===== config.mk =====
export PLATFORM = sky130hd
export DESIGN_NAME = transport_pacing_token_bucket_core_flat
export DESIGN_NICKNAME = d
export VERILOG_FILES = /design/src/hw/rtl/tptb_pkg.sv /design/src/hw/rtl/tptb_if.sv /design/src/hw/rtl/transport_pacing_token_bucket_core.sv /design/src/hw/rtl/tptb_div.sv /design/src/flat_wrapper.sv
export SDC_FILE = /design/constraint.sdc
export NUM_CORES = 2
export LEC_CHECK = 0
export ABC_CLOCK_PERIOD_IN_PS = 12490
export BUFFER_PORTS_ARGS = -buffer_cell sky130_fd_sc_hd__buf_4
export CAP_MARGIN = 10
export CORE_MARGIN = 1
export CORE_UTILIZATION = 49
export DETAILED_ROUTE_END_ITERATION = 12
export GPL_TIMING_DRIVEN = 0
export PLACE_DENSITY = 0.66
export SYNTH_ARGS = -nofsm -noshare
export SYNTH_HDL_FRONTEND = slang
export SYNTH_SLANG_ARGS = --single-unit

===== constraint.sdc =====
create_clock -name clk -period 12.49 [get_ports clk]
set_clock_uncertainty 0.2 [all_clocks]
set_input_delay 3.747 -clock clk [delete_from_list [all_inputs] [get_ports clk]]
set_output_delay 3.747 -clock clk [all_outputs]
set_load 0.05 [all_outputs]

===== src/hw/rtl/tptb_pkg.sv =====
// Shared types and constants for the token bucket pacer.
// No dependencies.
package tptb_pkg;

  // event codes carried in the mode field
  localparam logic [1:0] MODE_SENT    = 2'd0;
  localparam logic [1:0] MODE_TIMEOUT = 2'd1;
  localparam logic [1:0] MODE_QUERY   = 2'd2;
  localparam logic [1:0] MODE_APPLIM  = 2'd3;

  localparam int unsigned USEC_PER_SEC = 1000000;
  localparam int unsigned MIN_WAIT_US  = 1000;
  localparam int unsigned BURST_DIV    = 500;

  typedef struct packed {
    logic [1:0]  mode;
    logic [47:0] now_us;
    logic [15:0] byte_count;
    logic [31:0] cwnd_bytes;
    logic [31:0] srtt_us;
    logic        in_slow_start;
    logic        direct_rate_valid;
    logic [39:0] direct_rate;
    logic        timer_busy;
  } in_word_t;

  typedef struct packed {
    logic        may_send;
    logic [31:0] wait_us;
    logic [31:0] budget_bytes;
  } out_word_t;

endpackage


===== src/hw/rtl/tptb_if.sv =====
// Valid/ready channel interface for pacer words.
// Depends on nothing; the payload type is a parameter.
interface tptb_if #(parameter type T = logic);
  logic valid;
  logic ready;
  T     data;
  modport source (output valid, output data, input ready);
  modport sink   (input valid, input data, output ready);
endinterface


===== src/hw/rtl/transport_pacing_token_bucket_core.sv =====
// Token bucket pacer top level: sequencer around a shared serial divider.
// Depends on tptb_pkg, tptb_if and tptb_div.
//
// Usage: one input word per event (sent, timeout, query, app limited) on
// the in_ channel; one result word per event on the out_ channel. The
// cfg_ port writes the initial round-trip time; the user must write it
// only while the block is idle, which the block itself does not enforce.
// A direct rate skips the rate math; otherwise up to five divisions
// run in turn (window over RTT, two-segment fallback, times twelve over
// ten, burst cap, refill or query delay) in one 64-bit serial divider,
// plus shift-add multiplies of one cycle per multiplier bit. One word
// is in flight at a time; in_ready rises again once the result has
// moved into the output register.
// Reset: credit is ten segments, last time and pending credit are zero,
// the initial RTT register returns to 250000 us.
// Stall: a held result sits in the output register; the next input word
// is taken and worked on, and its result waits until the register frees.
module transport_pacing_token_bucket_core #(
  parameter int SEGMENT_BYTES = 1200
) (
  input  logic        clk,
  input  logic        rst_n,
  tptb_if.sink        in_ch,
  tptb_if.source      out_ch,
  input  logic        cfg_we,
  input  logic [31:0] cfg_wdata
);
  localparam logic [31:0] FLOOR_B = 32'(10 * SEGMENT_BYTES);
  localparam logic [63:0] USEC    = 64'(tptb_pkg::USEC_PER_SEC);
  localparam logic [63:0] MIN_R   = 64'(2 * SEGMENT_BYTES) * USEC;
  localparam logic [63:0] MAX32   = 64'hFFFF_FFFF;

  // sequencer states
  localparam logic [3:0] S_IDLE  = 4'd0;
  localparam logic [3:0] S_R1    = 4'd1;
  localparam logic [3:0] S_R1W   = 4'd2;
  localparam logic [3:0] S_R2    = 4'd3;
  localparam logic [3:0] S_R2W   = 4'd4;
  localparam logic [3:0] S_SCALE = 4'd5;
  localparam logic [3:0] S_SCW   = 4'd6;
  localparam logic [3:0] S_BUR   = 4'd7;
  localparam logic [3:0] S_BURW  = 4'd8;
  localparam logic [3:0] S_GAIN  = 4'd9;
  localparam logic [3:0] S_GAINW = 4'd10;
  localparam logic [3:0] S_QRY   = 4'd11;
  localparam logic [3:0] S_QRYW  = 4'd12;
  localparam logic [3:0] S_DONE  = 4'd13;
  localparam logic [3:0] S_MUL   = 4'd14;

  tptb_pkg::in_word_t  w_r;
  tptb_pkg::out_word_t res_r, res_nxt;
  logic [3:0]  st_r, st_nxt, ret_r, ret_nxt;
  logic [31:0] irtt_r;
  logic [31:0] credit_r, credit_nxt;
  logic [47:0] last_r, last_nxt;
  logic [31:0] pend_r, pend_nxt;
  logic [63:0] rate_r, rate_nxt;
  logic [31:0] cap_r, cap_nxt;
  logic [63:0] rtt_r, rtt_nxt;
  logic [31:0] dly_r, dly_nxt;
  logic        ovalid_r, ovalid_nxt;
  logic        rvalid_r, rvalid_nxt;

  // shift-add multiplier: one multiplier bit per cycle, sets mov on carry out
  logic [63:0] ma_r, ma_nxt, mb_r, mb_nxt, mp_r, mp_nxt;
  logic        mov_r, mov_nxt;
  logic [64:0] madd;
  logic [64:0] mshl;

  logic        d_start;
  logic [63:0] d_num, d_den, d_q;
  logic        d_done;

  tptb_div #(.W(64)) u_div (
    .clk(clk), .rst_n(rst_n), .start(d_start), .dividend(d_num),
    .divisor(d_den), .done(d_done), .quotient(d_q)
  );

  logic [47:0] elapsed;
  logic [32:0] sum33;
  logic [31:0] refill_b;
  logic [31:0] gain32;
  logic [31:0] short32;

  assign madd = {1'b0, mp_r} + {1'b0, ma_r};
  assign mshl = {ma_r, 1'b0};
  assign elapsed = (w_r.now_us >= last_r) ? (w_r.now_us - last_r) : '0;

  always_comb begin
    st_nxt     = st_r;
    ret_nxt    = ret_r;
    res_nxt    = res_r;
    credit_nxt = credit_r;
    last_nxt   = last_r;
    pend_nxt   = pend_r;
    rate_nxt   = rate_r;
    cap_nxt    = cap_r;
    rtt_nxt    = rtt_r;
    dly_nxt    = dly_r;
    ma_nxt     = ma_r;
    mb_nxt     = mb_r;
    mp_nxt     = mp_r;
    mov_nxt    = mov_r;
    rvalid_nxt = rvalid_r;
    ovalid_nxt = ovalid_r;
    d_start    = 1'b0;
    d_num      = '0;
    d_den      = 64'd1;
    gain32     = '0;
    sum33      = '0;
    refill_b   = '0;
    short32    = 32'(w_r.byte_count) - credit_r;

    if (ovalid_r && out_ch.ready) ovalid_nxt = 1'b0;

    case (st_r)
      S_IDLE: begin
        if (in_ch.valid) begin
          if (in_ch.data.srtt_us != 32'd0) rtt_nxt = 64'(in_ch.data.srtt_us);
          else if (irtt_r != 32'd0)        rtt_nxt = 64'(irtt_r);
          else                             rtt_nxt = 64'd1;
          if (in_ch.data.direct_rate_valid) begin
            rate_nxt = 64'(in_ch.data.direct_rate);
            st_nxt   = S_BUR;
          end else begin
            // cwnd * 1e6 fits 52 bits: serial multiply
            ma_nxt  = 64'(in_ch.data.cwnd_bytes);
            mb_nxt  = USEC;
            mp_nxt  = '0;
            mov_nxt = 1'b0;
            ret_nxt = S_R1;
            st_nxt  = S_MUL;
          end
        end
      end
      S_MUL: begin
        if (mb_r == '0) begin
          st_nxt = ret_r;
        end else begin
          if (mb_r[0]) begin
            mp_nxt = madd[63:0];
            if (madd[64]) mov_nxt = 1'b1;
          end
          if (mb_r[63:1] != '0 && mshl[64]) mov_nxt = 1'b1;
          ma_nxt = mshl[63:0];
          mb_nxt = {1'b0, mb_r[63:1]};
        end
      end
      S_R1: begin
        d_start = 1'b1; d_num = mp_r; d_den = rtt_r; st_nxt = S_R1W;
      end
      S_R1W: if (d_done) begin
        if (d_q == '0) st_nxt = S_R2;
        else begin rate_nxt = d_q; st_nxt = S_SCALE; end
      end
      S_R2: begin
        d_start = 1'b1; d_num = MIN_R; d_den = rtt_r; st_nxt = S_R2W;
      end
      S_R2W: if (d_done) begin
        rate_nxt = d_q; st_nxt = S_SCALE;
      end
      S_SCALE: begin
        if (w_r.in_slow_start) begin
          rate_nxt = {rate_r[62:0], 1'b0};
          st_nxt   = S_BUR;
        end else begin
          // r*12 wraps mod 2^64 as in 64-bit arithmetic; 12 = 8 + 4
          rate_nxt = {rate_r[60:0], 3'b0} + {rate_r[61:0], 2'b0};
          st_nxt   = S_SCW;
        end
      end
      S_SCW: begin
        d_start = 1'b1; d_num = rate_r; d_den = 64'd10; st_nxt = S_BURW;
        ret_nxt = S_SCW;
      end
      S_BUR: begin
        d_start = 1'b1; d_num = rate_r; d_den = 64'(tptb_pkg::BURST_DIV);
        ret_nxt = S_BUR; st_nxt = S_BURW;
      end
      S_BURW: if (d_done) begin
        if (ret_r == S_SCW) begin
          rate_nxt = d_q; st_nxt = S_BUR;
        end else begin
          if (d_q > 64'(FLOOR_B)) cap_nxt = (d_q > MAX32) ? 32'hFFFF_FFFF : d_q[31:0];
          else cap_nxt = FLOOR_B;
          case (w_r.mode)
            tptb_pkg::MODE_QUERY: st_nxt = S_QRY;
            tptb_pkg::MODE_APPLIM: begin
              credit_nxt = FLOOR_B; last_nxt = w_r.now_us; st_nxt = S_DONE;
            end
            default: begin
              ma_nxt  = 64'(elapsed);
              mb_nxt  = rate_r;
              mp_nxt  = '0;
              mov_nxt = 1'b0;
              ret_nxt = S_GAIN;
              st_nxt  = S_MUL;
            end
          endcase
        end
      end
      S_GAIN: begin
        d_start = 1'b1; d_num = mp_r; d_den = USEC; st_nxt = S_GAINW;
      end
      S_GAINW: if (d_done) begin
        if (mov_r || d_q > MAX32) gain32 = 32'hFFFF_FFFF;
        else gain32 = d_q[31:0];
        sum33 = {1'b0, credit_r} + {1'b0, gain32};
        refill_b = sum33[32] ? 32'hFFFF_FFFF : sum33[31:0];
        if (refill_b > cap_r) refill_b = cap_r;
        if (last_r == '0) refill_b = cap_r;
        if (w_r.mode == tptb_pkg::MODE_SENT) begin
          credit_nxt = (32'(w_r.byte_count) > refill_b) ? '0
                       : refill_b - 32'(w_r.byte_count);
        end else begin
          sum33 = {1'b0, credit_r} + {1'b0, pend_r};
          if (sum33[32]) sum33 = {1'b0, 32'hFFFF_FFFF};
          credit_nxt = (refill_b > sum33[31:0]) ? refill_b : sum33[31:0];
          pend_nxt   = '0;
        end
        last_nxt = w_r.now_us;
        st_nxt   = S_DONE;
      end
      S_QRY: begin
        if (w_r.timer_busy || credit_r >= 32'(w_r.byte_count)) begin
          st_nxt = S_DONE;
        end else begin
          pend_nxt = short32;
          if (rate_r == '0) st_nxt = S_DONE;
          else begin
            // shortfall is below 2^16 here
            d_start = 1'b1; d_num = 64'(short32[15:0]) * USEC; d_den = rate_r;
            st_nxt = S_QRYW;
          end
        end
      end
      S_QRYW: if (d_done) begin
        dly_nxt = (d_q < 64'(tptb_pkg::MIN_WAIT_US))
          ? 32'(tptb_pkg::MIN_WAIT_US)
          : ((d_q > MAX32) ? 32'hFFFF_FFFF : d_q[31:0]);
        rvalid_nxt = 1'b1;
        st_nxt = S_DONE;
      end
      S_DONE: begin
        if (!ovalid_r || out_ch.ready) begin
          if (!rvalid_r) begin
            res_nxt.wait_us  = '0;
            res_nxt.may_send = 1'b0;
            if (w_r.mode == tptb_pkg::MODE_QUERY && !w_r.timer_busy) begin
              if (credit_r >= 32'(w_r.byte_count)) res_nxt.may_send = 1'b1;
              else if (rate_r == '0) res_nxt.wait_us = 32'hFFFF_FFFF;
            end
          end else begin
            res_nxt.wait_us  = dly_r;
            res_nxt.may_send = 1'b0;
          end
          res_nxt.budget_bytes = credit_nxt;
          ovalid_nxt = 1'b1;
          rvalid_nxt = 1'b0;
          st_nxt     = S_IDLE;
        end
      end
      default: st_nxt = S_IDLE;
    endcase
  end

  assign in_ch.ready  = (st_r == S_IDLE);
  assign out_ch.valid = ovalid_r;
  assign out_ch.data  = res_r;

  always_ff @(posedge clk) begin
    if (!rst_n) begin
      st_r     <= S_IDLE;
      ret_r    <= S_IDLE;
      ovalid_r <= 1'b0;
      rvalid_r <= 1'b0;
      irtt_r   <= 32'd250000;
      credit_r <= FLOOR_B;
      last_r   <= '0;
      pend_r   <= '0;
    end else begin
      st_r     <= st_nxt;
      ret_r    <= ret_nxt;
      ovalid_r <= ovalid_nxt;
      rvalid_r <= rvalid_nxt;
      credit_r <= credit_nxt;
      last_r   <= last_nxt;
      pend_r   <= pend_nxt;
      if (cfg_we) irtt_r <= cfg_wdata;
    end
    if (in_ch.valid && st_r == S_IDLE) w_r <= in_ch.data;
    res_r  <= res_nxt;
    rate_r <= rate_nxt;
    cap_r  <= cap_nxt;
    rtt_r  <= rtt_nxt;
    dly_r  <= dly_nxt;
    ma_r   <= ma_nxt;
    mb_r   <= mb_nxt;
    mp_r   <= mp_nxt;
    mov_r  <= mov_nxt;
  end
endmodule


===== src/hw/rtl/tptb_div.sv =====
// Bit-serial restoring divider, one quotient bit per cycle.
// Depends on nothing.
module tptb_div #(
  parameter int W = 64
) (
  input  logic         clk,
  input  logic         rst_n,
  input  logic         start,
  input  logic [W-1:0] dividend,
  input  logic [W-1:0] divisor,
  output logic         done,
  output logic [W-1:0] quotient
);
  localparam int CW = $clog2(W + 1);

  logic [W-1:0]  q_r, q_nxt;
  logic [W:0]    rem_r, rem_nxt;
  logic [W-1:0]  dvs_r, dvs_nxt;
  logic [CW-1:0] cnt_r, cnt_nxt;
  logic          busy_r, busy_nxt;
  logic          done_r, done_nxt;
  logic [W:0]    trial;
  logic [W:0]    diff;

  assign trial = {rem_r[W-1:0], q_r[W-1]};
  assign diff  = trial - {1'b0, dvs_r};

  // shift one dividend bit into the remainder per cycle
  always_comb begin
    q_nxt    = q_r;
    rem_nxt  = rem_r;
    dvs_nxt  = dvs_r;
    cnt_nxt  = cnt_r;
    busy_nxt = busy_r;
    done_nxt = 1'b0;
    if (start) begin
      q_nxt    = dividend;
      rem_nxt  = '0;
      dvs_nxt  = divisor;
      cnt_nxt  = CW'(W);
      busy_nxt = 1'b1;
    end else if (busy_r) begin
      if (!diff[W]) begin
        rem_nxt = diff;
        q_nxt   = {q_r[W-2:0], 1'b1};
      end else begin
        rem_nxt = trial;
        q_nxt   = {q_r[W-2:0], 1'b0};
      end
      cnt_nxt = cnt_r - 1'b1;
      if (cnt_r == CW'(1)) begin
        busy_nxt = 1'b0;
        done_nxt = 1'b1;
      end
    end
  end

  always_ff @(posedge clk) begin
    if (!rst_n) begin
      busy_r <= 1'b0;
      done_r <= 1'b0;
      cnt_r  <= '0;
    end else begin
      busy_r <= busy_nxt;
      done_r <= done_nxt;
      cnt_r  <= cnt_nxt;
    end
    q_r   <= q_nxt;
    rem_r <= rem_nxt;
    dvs_r <= dvs_nxt;
  end

  assign done     = done_r;
  assign quotient = q_r;
endmodule


===== src/flat_wrapper.sv =====
// flat-port wrapper written by rule: the top's interface ports become plain ports
module transport_pacing_token_bucket_core_flat 
#(
  parameter int SEGMENT_BYTES = 1200
)
  (clk, rst_n, cfg_we, cfg_wdata, in_ch_valid, in_ch_data, in_ch_ready, out_ch_valid, out_ch_data, out_ch_ready);
  tptb_if #(.T(tptb_pkg::in_word_t)) in_ch_i ();
  tptb_if #(.T(tptb_pkg::out_word_t)) out_ch_i ();
  input  logic clk;
  input  logic rst_n;
  input  logic cfg_we;
  input  logic [31:0] cfg_wdata;
  input wire logic [$bits(in_ch_i.valid)-1:0] in_ch_valid;
  input wire logic [$bits(in_ch_i.data)-1:0] in_ch_data;
  output wire logic [$bits(in_ch_i.ready)-1:0] in_ch_ready;
  output wire logic [$bits(out_ch_i.valid)-1:0] out_ch_valid;
  output wire logic [$bits(out_ch_i.data)-1:0] out_ch_data;
  input wire logic [$bits(out_ch_i.ready)-1:0] out_ch_ready;
  assign in_ch_i.valid = in_ch_valid;
  assign in_ch_i.data = in_ch_data;
  assign in_ch_ready = in_ch_i.ready;
  assign out_ch_valid = out_ch_i.valid;
  assign out_ch_data = out_ch_i.data;
  assign out_ch_i.ready = out_ch_ready;
  transport_pacing_token_bucket_core #(.SEGMENT_BYTES(SEGMENT_BYTES)) u_core (.clk(clk), .rst_n(rst_n), .in_ch(in_ch_i), .out_ch(out_ch_i), .cfg_we(cfg_we), .cfg_wdata(cfg_wdata));
endmodule

==> results.yml <==
sta:
  setup_violations: 0
  finalHoldViolCount: 0
  worst_pin_slew_ns: 1.319
  fin_setup_tns_ns: 0
  fin_ws_ns: 0.5875
  grt_setup_unrepaired: "no"
  whs_ns: 0.2522
  drv_slew: 0
  fin_crit_ns: 11.90
  fin_crit_sh: 0.9530
  max_freq_ghz: 0.08402
  slew_headroom: 0.1208
global_route:
  grt_pass1_vias: 48290
  grt_pass1_wl_mm: 309.9
  grt_max_degree: 74
  grt_overflow: 0
  antenna_found_initial: 7
  grt_usage: 0.3402
worst_setup_path:
  worstPathArrival_ns: 12.25
  worst-path-max-fanout: 28
  cp.required_ns: 12.84
  path_class: "flop to flop"
  cp_common_cell: "ha_1"
  end_kind: "flop"
  cp_slowest_cell: "edfxtp_1"
  critPathLaunchType: "flop"
  max_stage_delay_ns: 0.48
cts:
  path_clk_slew_ns: 0.06
  ctsHoldBuffers: 0
  clockRootBuffer: "clkbuf_16"
  h-tree-depth: 3
  clock_latency_ns: 0.74
  cts.sinks: 840
  cts_buffer_depth: 3
  cts_tree: "yes"
  cts_buffers: 96
synth:
  yosys.area.top_type: "edfxtp_1"
  synth.distinct_cells: 103
  synthCells: 6396
  dominantRegCellSynth: "edfxtp_1"
  synth.net_count: 7203
  yosys-mux-area-fraction: 0.01036
  synth_top_family_by_area: "compound AO/OA/AOI/OAI gates"
  postSynthAreaPerCell_um2: 9.198
  yosys-top-cells-area: "edfxtp_1, ha_1, dfxtp_1, a21oi_1, a21o_1"
  synth_xor_area_frac: 0.04702
  synth_simple_gate_area_share: 0.1493
  synthAdderAreaFrac: 0.1350
  synth_edf_count: 614
  yosysSeqAreaShare: 0.3903
  synth.top_cell.area_share: 0.3134
  synthesis.area_um2: 58830
  yosysWarnings: 0
  synth_compound_area_frac: 0.2182
  synth-seq-cells: 840
  async_reset_ff_frac: 0
placement:
  dpl.cell_count: 8281
  portBuffers: 274
  place_ws_ns: -1.974
  dp_hpwl_mm: 168.3
  gp_congestion: 1.017
layout:
  nets: 7596
  layout.cells.non_filler: 8475
  area_growth_pct: 13.56
  drive_gt1_frac: 0.08759
  fill_cells: 10800
die:
  die_area_um2: 121500
  pin_count: 277
  core_um2: 118600
  start_util: 0.4962
  die_h_um: 348.5
  rows: 126
  dieWidth_um: 348.5
route:
  drcViolationCount: 0
  firstDrtPassIters: 7
  vias_per_cell: 6.129
  vias: 51950
  wl_per_cell_um: 24.92
  antenna_left: 0
  drt_iter0_markers: 6200
  wl_mm: 211.2
status:
  status: "finished clean"
flow_run:
  maxCapViolCount: 0
hold_path:
  hold_class: "flop to flop"
## through the flow
step | instance area (um2) | util
6_report | 66810 | 0.5636
5_1_grt | 66810 | 0.5635
4_1_cts | 66690 | 0.5625
3_5_place_dp | 63180 | 0.5329
3_3_place_gp | 62890 | 0.5305
2_1_floorplan | 58830 | -
## repair_timing
action / 4_1_cts / 5_1_grt
setup buffers: 5 / 6
endpoints found under the setup margin: 32 / 32
hold endpoints to repair: 0 / 0
pin swaps: 2 / 5
resized for setup: 9 / 18
## path summary, 6_finish.rpt
kind	cells past startpoint	slack, ns	start	endpoint
worst max-delay path	46	0.59	u_core.u_div.quotient[38]	u_core.credit_r[10]
worst max register to register	46	0.59	u_core.u_div.quotient[38]	u_core.credit_r[10]
worst min register to register	2	0.25	u_core.pend_r[27]	u_core.pend_r[27]
worst min-delay path	2	0.25	u_core.pend_r[27]	u_core.pend_r[27]
## synthesized netlist by cell type, types with 16 or more instances
| master | instances |
|---|---|
| a22oi_1 | 60 |
| clkbuf_1 | 249 |
| o21ai_1 | 18 |
| a21o_1 | 310 |
| buf_2 | 17 |
| xor2_1 | 129 |
| inv_1 | 465 |
| a222oi_1 | 45 |
| edfxtp_1 | 614 |
| mux2i_1 | 53 |
| nand3_1 | 93 |
| nor2_1 | 471 |
| a221o_1 | 64 |
| nand2b_1 | 69 |
| nand2_1 | 577 |
| nand4_1 | 90 |
| a22o_1 | 32 |
| a31oi_1 | 54 |
| and3_1 | 87 |
| dfxtp_1 | 226 |
| a21oi_1 | 575 |
| nor3_1 | 96 |
| xnor2_1 | 185 |
| or3_1 | 73 |
| o211ai_1 | 27 |
| ha_1 | 534 |
| a211oi_1 | 43 |
| a311oi_1 | 16 |
| o21ai_0 | 435 |
| and2_1 | 42 |
| nor4_1 | 75 |
| fa_1 | 63 |
| o21bai_1 | 48 |
| nor2b_1 | 57 |
| or2_2 | 45 |
| o31ai_1 | 24 |
| o21a_1 | 64 |
| buf_1 | 36 |
## registers in the layout (all words and copies together) (netlist names), 7 cells and up
register,cells
u_core.ma_r,64
u_core.mp_r,64
u_core.irtt_r,32
u_core.rtt_r,32
u_core.out_ch.data,65
u_core.w_r,68
u_core.u_div.dvs_r,64
u_core.last_r,48
u_core.credit_r,32
u_core.u_div.quotient,64
u_core.mb_r,64
u_core.cap_r,32
u_core.u_div.rem_r,64
u_core.pend_r,32
u_core.dly_r,32
u_core.rate_r,64
u_core.u_div.cnt_r,7
## final cells by class
cell class / count / area (um2) / area share
Buffer: 301 / 1186 / 0.01775
Multi-Input combinational cell: 4783 / 33030 / 0.4944
Timing Repair Buffer: 298 / 2412 / 0.03611
Tap cell: 1600 / 2002 / 0.02996
Inverter: 469 / 1765 / 0.02642
Clock inverter: 64 / 817.0 / 0.01223
Antenna cell: 2 / 5.005 / 0.00007491
Clock buffer: 118 / 2630 / 0.03936
Sequential cell: 840 / 22960 / 0.3437
## worst max-delay path: cells and delay by family, from the launching register on
kind	cells	cell delay, ns
compound gates	19	4.57
simple gates	12	3.06
buf+inv	10	2.06
fa+ha+maj	5	1.34
flops	1	0.48
## kinds of logic (layout without fill, tap and decap cells)
family / count (synthesis) / count (layout)
xor gates and xnor gates: 315 / 315
adders and majority gates: 597 / 597
buffers and inverters: 773 / 1250
AOI/OAI and AO/OA: 1977 / 1977
other: 0 / 2
and+or+nand+nor: 1834 / 1834
DFF: 840 / 840
muxes: 60 / 60
## routing by layer
layer | track usage | vias up | share of wire
li1 | - | 24230 | -
met2 | 0.5166 | 2373 | 0.43
met4 | 0.1165 | 4 | 0.038
met5 | 0 | - | 0.00013
met3 | 0.06107 | 358 | 0.094
met1 | 0.4860 | 24980 | 0.44
## layout by cell type (no fill, tap or decap), drive strengths merged, types with 14 or more instances in the layout
cell type	n
edfxtp	614
nand2	577
a21oi	577
ha	534
inv	477
nor2	471
o21ai	454
clkbuf	364
buf	353
a21o	310
dfxtp	226
xnor2	185
xor2	130
nor3	97
nand3	95
nand4	91
and3	87
nor4	76
or3	73
nand2b	70
o21a	64
a221o	64
fa	63
a22oi	61
nor2b	58
a31oi	55
mux2i	53
o21bai	48
and2	46
or2	45
a222oi	45
a211oi	45
a22o	32
clkinv	29
o211ai	28
o31ai	24
a311oi	17
a2111oi	17
bufinv	14
Power is left out: the tool's default activity adds up to more than one toggle a clock period on the data nets, which glitch-free logic cannot reach.
